<file path="config.mk">
export PLATFORM = sky130hd
export DESIGN_NAME = two_phase_current_vector_pwm
export DESIGN_NICKNAME = d
export VERILOG_FILES = /design/src/cvpwm_pkg.sv /design/src/cvpwm_front.sv /design/src/cvpwm_div.sv /design/src/cvpwm_phase.sv /design/src/two_phase_current_vector_pwm.sv
export VERILOG_INCLUDE_DIRS = /design/src /design/src/src
export SDC_FILE = /design/constraint.sdc
export NUM_CORES = 2
export LEC_CHECK = 0
export ABC_AREA = 1
export BUFFER_PORTS_ARGS = -buffer_cell sky130_fd_sc_hd__buf_2
export CAP_MARGIN = 0
export CORE_MARGIN = 2
export CORE_UTILIZATION = 55
export CTS_CLUSTER_DIAMETER = 30
export DETAILED_ROUTE_END_ITERATION = 16
export GPL_TIMING_DRIVEN = 0
export PLACE_DENSITY = 0.81
export SLEW_MARGIN = 20
export SYNTH_ARGS = -nofsm -noshare
export SYNTH_HDL_FRONTEND = slang
export SYNTH_HIERARCHICAL = 1
export SYNTH_SLANG_ARGS = --single-unit
</file>
<file path="constraint.sdc">
create_clock -name i_clk -period 36.7 [get_ports i_clk]
set_clock_uncertainty 0.1 [all_clocks]
set_input_delay 7.34 -clock i_clk [delete_from_list [all_inputs] [get_ports i_clk]]
set_output_delay 7.34 -clock i_clk [all_outputs]
set_load 0.01 [all_outputs]
</file>
<file path="src/two_phase_current_vector_pwm_macros.svh">
// two_phase_current_vector_pwm_macros.svh: assertion macros for the current vector pwm block
// no dependencies; included by the top level only
`ifndef TWO_PHASE_CURRENT_VECTOR_PWM_MACROS_SVH
`define TWO_PHASE_CURRENT_VECTOR_PWM_MACROS_SVH

// implication checked at every rising clock edge outside reset
`define CVPWM_ASSERT_IMPL(label, clk, rst_n, ante, cons) \
    label: assert property (@(posedge clk) disable iff (!rst_n) (ante) |-> (cons)) \
        else $error("cvpwm assertion failed");

// plain invariant outside reset
`define CVPWM_ASSERT_ALWAYS(label, clk, rst_n, cond) \
    `CVPWM_ASSERT_IMPL(label, clk, rst_n, 1'b1, cond)

`endif

</file>
<file path="src/cvpwm_pkg.sv">
// cvpwm_pkg.sv: widths, codes, types and the sine table of the current vector pwm block
// no dependencies
package cvpwm_pkg;

    localparam int ANGLE_W   = 8;
    localparam int CUR_W     = 16;
    localparam int LIM_W     = 15;
    localparam int PER_W     = 16;
    localparam int TRIG_W    = 8;
    localparam int PROD_W    = LIM_W + PER_W;
    localparam int QUOT_W    = 16;
    localparam int DUTY_W    = 16;
    localparam int SCL_W     = QUOT_W + TRIG_W;
    localparam int CFG_IDX_W = 1;
    localparam int CFG_DAT_W = 16;
    localparam int NUM_PHASES = 2;

    // two quotient bits per divider stage
    localparam int DIV_BITS   = 2;
    localparam int DIV_STAGES = QUOT_W / DIV_BITS;

    localparam logic [LIM_W-1:0] MAX_CURRENT_RST = 15'd1000;
    localparam logic [PER_W-1:0] PWM_PERIOD_RST  = 16'd1000;

    // configuration register indexes
    localparam logic [CFG_IDX_W-1:0] REG_MAX_CURRENT = 1'd0;
    localparam logic [CFG_IDX_W-1:0] REG_PWM_PERIOD  = 1'd1;

    // bridge direction codes
    typedef enum logic [1:0] {
        DRV_OFF = 2'd0,
        DRV_POS = 2'd1,
        DRV_NEG = 2'd2
    } t_drive;

    // trig value as sign and magnitude
    typedef struct packed {
        logic              neg;
        logic [TRIG_W-1:0] mag;
    } t_trig;

    // side data that travels with an item through the pipeline
    typedef struct packed {
        logic  neg;
        t_trig trig_a;
        t_trig trig_b;
    } t_side;

    // first quadrant of round(255*sin), 65 points
    localparam logic [TRIG_W-1:0] QUARTER_WAVE [65] = '{
        8'd0,   8'd6,   8'd13,  8'd19,  8'd25,  8'd31,  8'd37,  8'd44,  8'd50,
        8'd56,  8'd62,  8'd68,  8'd74,  8'd80,  8'd86,  8'd92,  8'd98,  8'd103,
        8'd109, 8'd115, 8'd120, 8'd126, 8'd131, 8'd136, 8'd142, 8'd147, 8'd152,
        8'd157, 8'd162, 8'd167, 8'd171, 8'd176, 8'd180, 8'd185, 8'd189, 8'd193,
        8'd197, 8'd201, 8'd205, 8'd208, 8'd212, 8'd215, 8'd219, 8'd222, 8'd225,
        8'd228, 8'd231, 8'd233, 8'd236, 8'd238, 8'd240, 8'd242, 8'd244, 8'd246,
        8'd247, 8'd249, 8'd250, 8'd251, 8'd252, 8'd253, 8'd254, 8'd254, 8'd255,
        8'd255, 8'd255
    };

    // full-turn sine from the quarter wave, folded by symmetry
    function automatic t_trig sine_lookup(input logic [ANGLE_W-1:0] angle);
        logic [ANGLE_W-2:0] half;
        logic [ANGLE_W-2:0] idx;
        t_trig              res;
        half = angle[ANGLE_W-2:0];
        if (half <= 7'd64) begin
            idx = half;
        end else begin
            idx = 7'(8'd128 - {1'b0, half});
        end
        res.neg = angle[ANGLE_W-1];
        res.mag = QUARTER_WAVE[idx];
        return res;
    endfunction

endpackage

</file>
<file path="src/cvpwm_front.sv">
// cvpwm_front.sv: current clamp, sine/cosine lookup and current-times-period product
// depends on cvpwm_pkg
module cvpwm_front (
    input  logic                          i_clk,
    input  logic                          i_rst_n,
    input  logic                          i_enable,
    input  logic                          i_valid,
    input  logic [cvpwm_pkg::ANGLE_W-1:0] i_angle,
    input  logic signed [cvpwm_pkg::CUR_W-1:0] i_current,
    input  logic [cvpwm_pkg::LIM_W-1:0]   i_max_current,
    input  logic [cvpwm_pkg::PER_W-1:0]   i_pwm_period,
    output logic                          o_valid,
    output logic [cvpwm_pkg::PROD_W-1:0]  o_product,
    output cvpwm_pkg::t_side              o_side
);

    logic [cvpwm_pkg::CUR_W-1:0]   n_abs;
    logic [cvpwm_pkg::LIM_W-1:0]   n_mag;
    logic [cvpwm_pkg::ANGLE_W-1:0] n_cos_angle;
    cvpwm_pkg::t_side              n_side;

    logic                          r_va;
    logic [cvpwm_pkg::LIM_W-1:0]   r_mag;
    cvpwm_pkg::t_side              r_side_a;
    logic                          r_vb;
    logic [cvpwm_pkg::PROD_W-1:0]  r_prod;
    cvpwm_pkg::t_side              r_side_b;

    // magnitude of the request clamped to the limit, plus both trig lookups
    always_comb begin
        n_abs = i_current[cvpwm_pkg::CUR_W-1] ? (~i_current + 16'd1) : i_current;
        if (n_abs > {1'b0, i_max_current}) begin
            n_mag = i_max_current;
        end else begin
            n_mag = n_abs[cvpwm_pkg::LIM_W-1:0];
        end
        n_cos_angle   = i_angle + 8'd64;
        n_side.neg    = i_current[cvpwm_pkg::CUR_W-1];
        n_side.trig_a = cvpwm_pkg::sine_lookup(i_angle);
        n_side.trig_b = cvpwm_pkg::sine_lookup(n_cos_angle);
    end

    // valid bits of both stages
    always_ff @(posedge i_clk) begin
        if (!i_rst_n) begin
            r_va <= 1'b0;
            r_vb <= 1'b0;
        end else if (i_enable) begin
            r_va <= i_valid;
            r_vb <= r_va;
        end
    end

    // clamp stage then product stage
    always_ff @(posedge i_clk) begin
        if (i_enable) begin
            r_mag    <= n_mag;
            r_side_a <= n_side;
            r_prod   <= {16'd0, r_mag} * {15'd0, i_pwm_period};
            r_side_b <= r_side_a;
        end
    end

    assign o_valid   = r_vb;
    assign o_product = r_prod;
    assign o_side    = r_side_b;

endmodule

</file>
<file path="src/cvpwm_div.sv">
// cvpwm_div.sv: pipelined restoring divider, product over current limit, two bits a stage
// depends on cvpwm_pkg
module cvpwm_div (
    input  logic                          i_clk,
    input  logic                          i_rst_n,
    input  logic                          i_enable,
    input  logic                          i_valid,
    input  logic [cvpwm_pkg::PROD_W-1:0]  i_product,
    input  cvpwm_pkg::t_side              i_side,
    input  logic [cvpwm_pkg::LIM_W-1:0]   i_max_current,
    output logic                          o_valid,
    output logic [cvpwm_pkg::QUOT_W-1:0]  o_quot,
    output cvpwm_pkg::t_side              o_side
);

    // work word holds remainder on top and dividend bits turning into quotient below
    logic [cvpwm_pkg::PROD_W-1:0] r_work [cvpwm_pkg::DIV_STAGES];
    logic                         r_valid [cvpwm_pkg::DIV_STAGES];
    cvpwm_pkg::t_side             r_side [cvpwm_pkg::DIV_STAGES];

    // one restoring step: shift in a dividend bit, subtract if it fits
    function automatic logic [cvpwm_pkg::PROD_W-1:0] div_step(
        input logic [cvpwm_pkg::PROD_W-1:0] w,
        input logic [cvpwm_pkg::LIM_W-1:0]  d
    );
        logic [cvpwm_pkg::LIM_W:0]   t;
        logic [cvpwm_pkg::LIM_W:0]   diff;
        logic                        ge;
        logic [cvpwm_pkg::LIM_W-1:0] rem;
        t    = {w[cvpwm_pkg::PROD_W-1:cvpwm_pkg::QUOT_W], w[cvpwm_pkg::QUOT_W-1]};
        ge   = (t >= {1'b0, d});
        diff = t - {1'b0, d};
        rem  = ge ? diff[cvpwm_pkg::LIM_W-1:0] : t[cvpwm_pkg::LIM_W-1:0];
        return {rem, w[cvpwm_pkg::QUOT_W-2:0], ge};
    endfunction

    genvar gs;
    generate
        for (gs = 0; gs < cvpwm_pkg::DIV_STAGES; gs++) begin : g_stage
            logic [cvpwm_pkg::PROD_W-1:0] n_in;
            logic                         n_vin;
            cvpwm_pkg::t_side             n_side_in;
            logic [cvpwm_pkg::PROD_W-1:0] n_work;

            if (gs == 0) begin : g_first
                assign n_in      = i_product;
                assign n_vin     = i_valid;
                assign n_side_in = i_side;
            end else begin : g_next
                assign n_in      = r_work[gs-1];
                assign n_vin     = r_valid[gs-1];
                assign n_side_in = r_side[gs-1];
            end

            // two dependent steps per stage
            assign n_work = div_step(div_step(n_in, i_max_current), i_max_current);

            always_ff @(posedge i_clk) begin
                if (!i_rst_n) begin
                    r_valid[gs] <= 1'b0;
                end else if (i_enable) begin
                    r_valid[gs] <= n_vin;
                end
            end

            always_ff @(posedge i_clk) begin
                if (i_enable) begin
                    r_work[gs] <= n_work;
                    r_side[gs] <= n_side_in;
                end
            end
        end
    endgenerate

    // zero limit means zero amplitude
    assign o_valid = r_valid[cvpwm_pkg::DIV_STAGES-1];
    assign o_quot  = (i_max_current == '0) ? '0 :
                     r_work[cvpwm_pkg::DIV_STAGES-1][cvpwm_pkg::QUOT_W-1:0];
    assign o_side  = r_side[cvpwm_pkg::DIV_STAGES-1];

endmodule

</file>
<file path="src/cvpwm_phase.sv">
// cvpwm_phase.sv: per-phase amplitude times trig, exact divide by 255, drive and duty
// depends on cvpwm_pkg
module cvpwm_phase (
    input  logic                          i_clk,
    input  logic                          i_rst_n,
    input  logic                          i_enable,
    input  logic                          i_valid,
    input  logic [cvpwm_pkg::QUOT_W-1:0]  i_amp,
    input  cvpwm_pkg::t_side              i_side,
    output logic                          o_valid,
    output cvpwm_pkg::t_drive             o_drive [cvpwm_pkg::NUM_PHASES],
    output logic [cvpwm_pkg::DUTY_W-1:0]  o_duty [cvpwm_pkg::NUM_PHASES]
);

    cvpwm_pkg::t_trig              n_trig [cvpwm_pkg::NUM_PHASES];

    logic                          r_v1;
    logic                          r_v2;
    logic                          r_v3;
    logic [cvpwm_pkg::SCL_W-1:0]   r_x1 [cvpwm_pkg::NUM_PHASES];
    logic                          r_neg1 [cvpwm_pkg::NUM_PHASES];
    logic [cvpwm_pkg::SCL_W-1:0]   r_x2 [cvpwm_pkg::NUM_PHASES];
    logic [cvpwm_pkg::QUOT_W:0]    r_q0 [cvpwm_pkg::NUM_PHASES];
    logic                          r_neg2 [cvpwm_pkg::NUM_PHASES];
    cvpwm_pkg::t_drive             r_drive [cvpwm_pkg::NUM_PHASES];
    logic [cvpwm_pkg::DUTY_W-1:0]  r_duty [cvpwm_pkg::NUM_PHASES];

    assign n_trig[0] = i_side.trig_a;
    assign n_trig[1] = i_side.trig_b;

    // valid bits of the three stages
    always_ff @(posedge i_clk) begin
        if (!i_rst_n) begin
            r_v1 <= 1'b0;
            r_v2 <= 1'b0;
            r_v3 <= 1'b0;
        end else if (i_enable) begin
            r_v1 <= i_valid;
            r_v2 <= r_v1;
            r_v3 <= r_v2;
        end
    end

    genvar gl;
    generate
        for (gl = 0; gl < cvpwm_pkg::NUM_PHASES; gl++) begin : g_lane
            logic [cvpwm_pkg::SCL_W:0]    n_sum;
            logic [cvpwm_pkg::SCL_W:0]    n_r;
            logic [8:0]                   n_rem;
            logic [cvpwm_pkg::QUOT_W:0]   n_q;
            logic [cvpwm_pkg::DUTY_W-1:0] n_duty;
            cvpwm_pkg::t_drive            n_drive;

            // reciprocal estimate of x/255, at most one short
            assign n_sum = {1'b0, r_x1[gl]} + {9'd0, r_x1[gl][cvpwm_pkg::SCL_W-1:8]}
                         + {17'd0, r_x1[gl][cvpwm_pkg::SCL_W-1:16]};

            // remainder check and one correction
            always_comb begin
                n_r   = {1'b0, r_x2[gl]} - {r_q0[gl], 8'd0} + {8'd0, r_q0[gl]};
                n_rem = n_r[8:0];
                n_q   = (n_rem >= 9'd255) ? (r_q0[gl] + 17'd1) : r_q0[gl];
                n_duty = n_q[cvpwm_pkg::DUTY_W-1:0];
                if (n_duty == '0) begin
                    n_drive = cvpwm_pkg::DRV_OFF;
                end else if (r_neg2[gl]) begin
                    n_drive = cvpwm_pkg::DRV_NEG;
                end else begin
                    n_drive = cvpwm_pkg::DRV_POS;
                end
            end

            // scale, estimate, correct
            always_ff @(posedge i_clk) begin
                if (i_enable) begin
                    r_x1[gl]    <= {8'd0, i_amp} * {16'd0, n_trig[gl].mag};
                    r_neg1[gl]  <= i_side.neg ^ n_trig[gl].neg;
                    r_x2[gl]    <= r_x1[gl];
                    r_q0[gl]    <= n_sum[cvpwm_pkg::SCL_W:8];
                    r_neg2[gl]  <= r_neg1[gl];
                    r_drive[gl] <= n_drive;
                    r_duty[gl]  <= n_duty;
                end
            end

            assign o_drive[gl] = r_drive[gl];
            assign o_duty[gl]  = r_duty[gl];
        end
    endgenerate

    assign o_valid = r_v3;

endmodule

</file>
<file path="src/two_phase_current_vector_pwm.sv">
// two_phase_current_vector_pwm.sv: top level of the two-phase sine/cosine current vector pwm
// depends on cvpwm_pkg, cvpwm_front, cvpwm_div, cvpwm_phase and the macros header
//
//   channel | direction | handshake                  | beat
//   in      | input     | i_in_valid / o_in_stall    | electrical angle, target current
//   out     | output    | o_out_valid / i_out_stall  | phase a and b drive and duty
//   cfg     | input     | i_cfg_we                   | register index and data
//
// the pipeline runs through clamp and product, the divider (two quotient bits per
// stage), then trig scaling and the divide by 255; one beat per cycle unless stalled.
// synchronous active-low reset clears valid bits and loads both registers with 1000.
// a stalled result at the output freezes the whole pipeline and stalls the input.
`include "two_phase_current_vector_pwm_macros.svh"

module two_phase_current_vector_pwm (
    input  logic                              i_clk,
    input  logic                              i_rst_n,
    input  logic                              i_in_valid,
    output logic                              o_in_stall,
    input  logic [cvpwm_pkg::ANGLE_W-1:0]     i_electrical_angle,
    input  logic signed [cvpwm_pkg::CUR_W-1:0] i_target_current,
    output logic                              o_out_valid,
    input  logic                              i_out_stall,
    output logic [1:0]                        o_phase_a_drive,
    output logic [cvpwm_pkg::DUTY_W-1:0]      o_phase_a_duty,
    output logic [1:0]                        o_phase_b_drive,
    output logic [cvpwm_pkg::DUTY_W-1:0]      o_phase_b_duty,
    input  logic                              i_cfg_we,
    input  logic [cvpwm_pkg::CFG_IDX_W-1:0]   i_cfg_index,
    input  logic [cvpwm_pkg::CFG_DAT_W-1:0]   i_cfg_data
);

    logic [cvpwm_pkg::LIM_W-1:0]  r_max_current;
    logic [cvpwm_pkg::PER_W-1:0]  r_pwm_period;

    logic                         enable;
    logic                         front_valid;
    logic [cvpwm_pkg::PROD_W-1:0] front_product;
    cvpwm_pkg::t_side             front_side;
    logic                         div_valid;
    logic [cvpwm_pkg::QUOT_W-1:0] div_quot;
    cvpwm_pkg::t_side             div_side;
    cvpwm_pkg::t_drive            phase_drive [cvpwm_pkg::NUM_PHASES];
    logic [cvpwm_pkg::DUTY_W-1:0] phase_duty [cvpwm_pkg::NUM_PHASES];
    logic                         zero_limit;
    logic                         both_off;

    // configuration registers
    always_ff @(posedge i_clk) begin
        if (!i_rst_n) begin
            r_max_current <= cvpwm_pkg::MAX_CURRENT_RST;
            r_pwm_period  <= cvpwm_pkg::PWM_PERIOD_RST;
        end else if (i_cfg_we) begin
            case (i_cfg_index)
                cvpwm_pkg::REG_MAX_CURRENT: begin
                    r_max_current <= i_cfg_data[cvpwm_pkg::LIM_W-1:0];
                end
                cvpwm_pkg::REG_PWM_PERIOD: begin
                    r_pwm_period <= i_cfg_data;
                end
                default: begin
                end
            endcase
        end
    end

    // pipeline advances unless a result is held at the output
    assign enable     = !(o_out_valid && i_out_stall);
    assign o_in_stall = !enable;

    cvpwm_front u_front (
        .i_clk         (i_clk),
        .i_rst_n       (i_rst_n),
        .i_enable      (enable),
        .i_valid       (i_in_valid),
        .i_angle       (i_electrical_angle),
        .i_current     (i_target_current),
        .i_max_current (r_max_current),
        .i_pwm_period  (r_pwm_period),
        .o_valid       (front_valid),
        .o_product     (front_product),
        .o_side        (front_side)
    );

    cvpwm_div u_div (
        .i_clk         (i_clk),
        .i_rst_n       (i_rst_n),
        .i_enable      (enable),
        .i_valid       (front_valid),
        .i_product     (front_product),
        .i_side        (front_side),
        .i_max_current (r_max_current),
        .o_valid       (div_valid),
        .o_quot        (div_quot),
        .o_side        (div_side)
    );

    cvpwm_phase u_phase (
        .i_clk    (i_clk),
        .i_rst_n  (i_rst_n),
        .i_enable (enable),
        .i_valid  (div_valid),
        .i_amp    (div_quot),
        .i_side   (div_side),
        .o_valid  (o_out_valid),
        .o_drive  (phase_drive),
        .o_duty   (phase_duty)
    );

    // result beat
    assign o_phase_a_drive = phase_drive[0];
    assign o_phase_a_duty  = phase_duty[0];
    assign o_phase_b_drive = phase_drive[1];
    assign o_phase_b_duty  = phase_duty[1];

    // terms for the zero limit check
    assign zero_limit = (r_max_current == '0);
    assign both_off   = (o_phase_a_drive == cvpwm_pkg::DRV_OFF)
                     && (o_phase_b_drive == cvpwm_pkg::DRV_OFF);

    // duty never exceeds the period, zero limit turns both bridges off
    `CVPWM_ASSERT_IMPL(a_duty_a_bound, i_clk, i_rst_n, o_out_valid, o_phase_a_duty <= r_pwm_period)
    `CVPWM_ASSERT_IMPL(a_duty_b_bound, i_clk, i_rst_n, o_out_valid, o_phase_b_duty <= r_pwm_period)
    `CVPWM_ASSERT_IMPL(a_zero_limit_off, i_clk, i_rst_n, o_out_valid && zero_limit, both_off)
    `CVPWM_ASSERT_ALWAYS(a_stall_cause, i_clk, i_rst_n, !o_in_stall || o_out_valid)

endmodule
</file>
After elaboration in Yosys (flattened, before gate mapping)
Memory sizes are Yosys's and may differ from the RTL's. A register that Yosys moved wholly into a read port is not among the register bits.
Index checks and enable logic that the tools add are counted.
Storage, ports and cells
  flip-flop bits (word level): 103
  bits in writable memories: 578
  bits in read-only memories: 2048
  bits of input ports: 46
  output and inout port bits: 38
  logic and storage cells: 145
  memories kept: 12
Cells by class
  add/subtract/negate cells: 30
  multiply operators: 3
  magnitude comparators: 21
  multiplexer cells: 39
  bitwise logic cells: 14
  reductions and logical operators: 10
Memory list
  (name not given): depth 128, bits a word 8, rd ports 1, clocked after memory_dff 1, write ports 0, line cvpwm_pkg.sv:73  | res.mag = QUARTER_WAVE[idx];
  (name not given): depth 128, bits a word 8, rd ports 1, clocked after memory_dff 1, write ports 0, line cvpwm_pkg.sv:73
  u_div.r_work: depth 8, bits a word 31, rd ports 8, clocked after memory_dff 0, write ports 8, line cvpwm_div.sv:17  | logic [cvpwm_pkg::PROD_W-1:0] r_work [cvpwm_pkg::DIV_STAGES];
  u_div.r_side: depth 8, bits a word 19, rd ports 8, clocked after memory_dff 0, write ports 8, line cvpwm_div.sv:19  | cvpwm_pkg::t_side r_side [cvpwm_pkg::DIV_STAGES];
  u_phase.r_x1: depth 2, bits a word 24, rd ports 2, clocked after memory_dff 0, write ports 2, line cvpwm_phase.sv:20  | logic [cvpwm_pkg::SCL_W-1:0] r_x1 [cvpwm_pkg::NUM_PHASES];
  u_phase.r_x2: depth 2, bits a word 24, rd ports 2, clocked after memory_dff 0, write ports 2, line cvpwm_phase.sv:22  | logic [cvpwm_pkg::SCL_W-1:0] r_x2 [cvpwm_pkg::NUM_PHASES];
  6 more memories
Operators with widths (count)
  16-bit by 15-bit >= comparator with 1-bit output: 16
  15-bit 2-to-1 mux: 17
  15-bit subtractor: 16
  16-bit 2-to-1 mux: 4
  24-bit by 16-bit adder with 25-bit output: 2
  25-bit by 8-bit adder with 25-bit output: 2
  16-bit by 1-bit adder with 16-bit output (second input constant): 3
  16-bit by 8-bit multiplier with 24-bit output: 2
  16-bit logical NOT: 2
  15-bit by 16-bit multiplier with 31-bit output: 1
  9-bit adder: 2
  9-bit by 8-bit >= comparator with 1-bit output (second input constant): 2
  9-bit subtractor: 2
  16-bit by 15-bit > comparator with 1-bit output: 1
  16-bit inverter: 1
  7-bit inverter with 8-bit output: 2
  15-bit logical NOT: 1
  7-bit <= comparator (second input constant): 2
  7-bit 2-to-1 mux: 2
  1-bit by 7-bit subtractor with 7-bit output (first input constant): 2
  1-bit 2-to-1 mux: 12
  8-bit by 7-bit adder with 8-bit output (second input constant): 1
  2-bit 2-to-1 mux: 4
  1-bit bitwise OR: 8
  5 further kinds: 10

Logic depth before layout (Yosys ltp)
An unclocked memory read counts as a cell.
  depth after elaboration: 7
  gate-level depth with buffers: 28
  mapped depth without buffers: 26

Modules after synthesis
The synthesis kept the hierarchy.
Modules (own cells, without submodules)
  cvpwm_div: instances 1, cells an instance 2873, area an instance 26001.2 µm², sequential area each 11791.3 µm²
  cvpwm_phase: instances 1, cells an instance 2031, area an instance 16881.2 µm², sequential area each 4204.0 µm²
  cvpwm_front: instances 1, cells an instance 1798, area an instance 13812.0 µm², sequential area each 2562.5 µm²
  two_phase_current_vector_pwm: instances 1, cells an instance 158, area an instance 1174.9 µm², sequential area each 620.6 µm²

Worst setup path after synthesis
No wires, ideal clock.
  path type: input to output
  from: input port i_out_stall
  to: output port o_in_stall
  data arrival time: 21.557 ns
  data required time: 29.260 ns
  path slack: 7.703 ns
  stages on the path: 2
  path buffers: 0
  cell sequence: nand2_1 > inv_1
Between the ends
  cells in the longest elaborated chain, start to end: 1
Ends and longest elaborated chain
  start, declared: line two_phase_current_vector_pwm.sv:23  | input logic i_out_stall,
  1-bit logical AND: line two_phase_current_vector_pwm.sv:68  | assign enable = !(o_out_valid && i_out_stall);
  end, declared: line two_phase_current_vector_pwm.sv:19  | output logic o_in_stall,
Every way passes these cells.

Worst setup path in the final report
Same ends and word-level chain as after synthesis.

==> results.md <==
- Synth-to-Final Area Change: 13.1%
- Commonest cells in the netlist: nand2_1 (1,760), inv_1 (1,267), edfxtp_1 (614)
- Worst-Margin Slew: between 1 and 1.5 ns
- Max_slew headroom: 0.188
- Top post-synthesis cells by area: edfxtp_1 (32%), fa_1 (13%), ha_1 (12%)
- Mapped Nets: 7,817
- Seq/Total Area, Yosys: 0.331
- Later-pin clock latency in the skew report: 0.75 ns
- Fin. Hold Viols: 0
- Slowest stage delay, CP: 0.39 ns
- Initial antenna violation count: 1
- Clock Path Buffers: 3
- Total CTS buffers: 141
- Die H: 328 µm
- R2R cell count: 23
- Hold Buf Count CTS: 0
- Cells after Synth: 6,860
- Worst Path Required: 29.26 ns
- First-pass GRT wire length: around 230 mm
- Hold path cells: 0
- Clk root buf: clkbuf_16
- Port Buffers: 82
- Cell area after synthesis: 57,900 µm²
- DRT antenna net count: 0
- Capture point of the critical path: o_in_stall
- Max-Cap Viols: 0
- Via count: 46,600
- # rows: 118
- DR iter-0 viols: 3,680
- Crit path buf inv count: 5
- Drc violations: 0
- Worst setup path start: i_out_stall
- Starting Density: 0.557
- Critical Path, Cell by Cell: buf_2 -> nand2_4 -> buf_16 -> buf_16 -> inv_1 -> buf_2
- Top-count cell post-synth: nand2_1
- #FFs+latches synth: 651
- Yosys top cell area share: 0.319
- Critical Path Start Type: input pin
- Stages on worst setup path: 6
- First-pass DRT Iterations: 6
- Vias per cell: around 5.4
- Nets: slightly above 8,000
- Synth Warn #: 6
- Worst hold path class: flop to flop
- CTS tree: done
- Chip width: 328 µm
- Post-DP HPWL: 107 mm
- Core Footprint: around 100,000 µm²
- Synth cell types: 63
- Final worst path period share: 0.442
- Internal reg-to-reg setup slack: 28.65 ns
- Post-Route Setup TNS: 0 ns
- Die ar.: 108,000 µm²
- # clock sinks: 651
- Yosys top cell by area: edfxtp_1
- Mean post-synth cell area: about 8.4 µm²
- Gp weighted congestion: 0.997
- Max-slew violation count: 0
- Final min period: 16.24 ns
- FFs w/ async S/R, synth: 0
- Ant diodes: 0
- WP data arrival: 8.80 ns
- Post-synth EDFFs: 614
- Crit-path max FO: 59
- Status: finished, final reports clean
- H-tree Lvls: 4
- Post-Route WL: 142 mm
- GRT Residual Overflow: 0
- Largest net degree at the start of global routing: 60
- Post-cts sizing count: 0
- CP Class: input pin to output pin
- Vias in the first global route: roughly 46,000
- Crit path capture type: output pin
- RSZ-0062 raised after global routing: false
- Layout cell share with drive strength beyond 1: 0.0818
- Reg2reg start: r_max_current[4]
- I/O Pins: 84
- CP max-delay cell: nand2_4
- Worst r2r dst: u_phase/r_x1[0][45]
- CP top delay family: buffers and inverters
- Total GRT Usage: 0.265
- Per-cell routed wire length: 16.6 µm
- Clock Pin Slew Worst Setup and Hold Paths: 0.04 ns
- Maximum clock rate: 0.0616 GHz
- Final setup viols: 0
- Ys flop type: edfxtp_1
- Post-CTS setup repair buffer count: 0
[flip-flops by register name, summed over array words and instances, names as in the netlist]
signal / count
u_div/r_work: 233
u_div/r_side: 152
u_phase/r_x1: 48
u_phase/r_duty: 32
u_phase/r_q0: 32
u_front/o_product: 31
u_front/o_side: 19
u_front/r_side_a: 19
u_phase/r_x2: 18
r_pwm_period: 16
r_max_current: 15
u_front/r_mag: 15
u_div/r_valid: 8
u_phase/r_drive: 4
u_phase/r_neg1: 2
u_phase/r_neg2: 2
u_front/o_valid: 1
u_front/r_va: 1
u_phase/o_valid: 1
u_phase/r_v1: 1
u_phase/r_v2: 1
[layer usage]
metal | GRT usage | wire, µm | vias to the layer above
met5 | 0 | 0 | -
met3 | 0.0428 | 9260 | 341
met2 | 0.448 | 68500 | 1680
met4 | 0.112 | 5530 | 0
li1 | - | - | 22500
met1 | 0.337 | 59200 | 22100
[cell usage in the layout, fill, tap and decap left out, types with 63 or more instances in the layout]
| cell | count |
|---|---|
| nor2_1 | 385 |
| inv_1 | 1257 |
| xnor2_1 | 113 |
| edfxtp_1 | 614 |
| nor3_1 | 63 |
| xor2_1 | 191 |
| o21ai_0 | 217 |
| ha_1 | 534 |
| a21oi_1 | 360 |
| buf_2 | 100 |
| fa_1 | 377 |
| clkbuf_16 | 143 |
| nand2_1 | 1759 |
| clkbuf_1 | 124 |
| nand3_1 | 299 |
[stage by stage]
stage | hold WS (ns) | util | cells | setup WS, ns | area, µm²
final | 0.302 | 0.630 | 8595 | 20.46 | 65400
after detailed placement | 0.305 | 0.580 | 8333 | 20.46 | 60300
after global placement | 0.301 | 0.577 | 8322 | 4.04 | 60000
after floorplan | 0.300 | - | 6860 | 7.70 | 57900
after global routing | 0.303 | 0.630 | 8595 | 20.34 | 65400
after CTS | 0.304 | 0.630 | 8595 | 20.47 | 65400
[worst register-to-register path, cell delays in order, from the launching register on]
cell and delay [ns]:
dfxtp_1 0.33, inv_1 0.88, nand4_1 0.27, nor4_2 0.77
clkbuf_1 0.51, nor2_1 0.09, clkbuf_1 0.29, clkbuf_1 0.34
nand2_1 0.12, inv_1 0.07, fa_1 0.50, fa_1 0.52
fa_1 0.50, inv_1 0.05, fa_1 0.47, inv_1 0.04
ha_1 0.39, nand2_1 0.12, nor4_1 0.48, a21oi_1 0.20
o21ai_1 0.26, a21boi_0 0.19, o21ai_1 0.20, xor2_1 0.08
[kinds of logic after synthesis]
group	share of synthesized area
AND/OR/NAND/NOR	0.200
buffers and inverters	0.0996
adder cells (fa/ha/maj)	0.246
AO/OA/AOI/OAI	0.0763
flip-flops	0.331
XOR/XNOR	0.0469
multiplexers	0.000195
[final cells by class]
class	instances	area, µm²
timing repair buffer	93	698
tap	1380	1730
clock buffer	151	3610
inverter	1292	4860
sequential	651	19200
fill	8598	38500
buffer	173	906
clock inverter	111	1520
multi-input combinational	4744	32900
[worst min path at each step]
| stage | startpoint | to | slack, ns |
|---|---|---|---|
| floorplan | u_front/o_side[0] | u_div/r_side[0][0] | 0.30 |
| global placement | u_div/r_side[0][60] | u_div/r_side[1][3] | 0.30 |
| detailed placement | u_front/o_side[18] | u_div/r_side[0][18] | 0.30 |
| CTS | u_div/r_work[0][75] | u_div/r_work[0][108] | 0.30 |
| global route | u_div/r_work[0][75] | u_div/r_work[0][108] | 0.30 |
| finish | u_div/r_work[0][75] | u_div/r_work[0][108] | 0.30 |
Power is not shown: default switching activity piles up to over one toggle a cycle in this logic, so the estimate is an artifact.
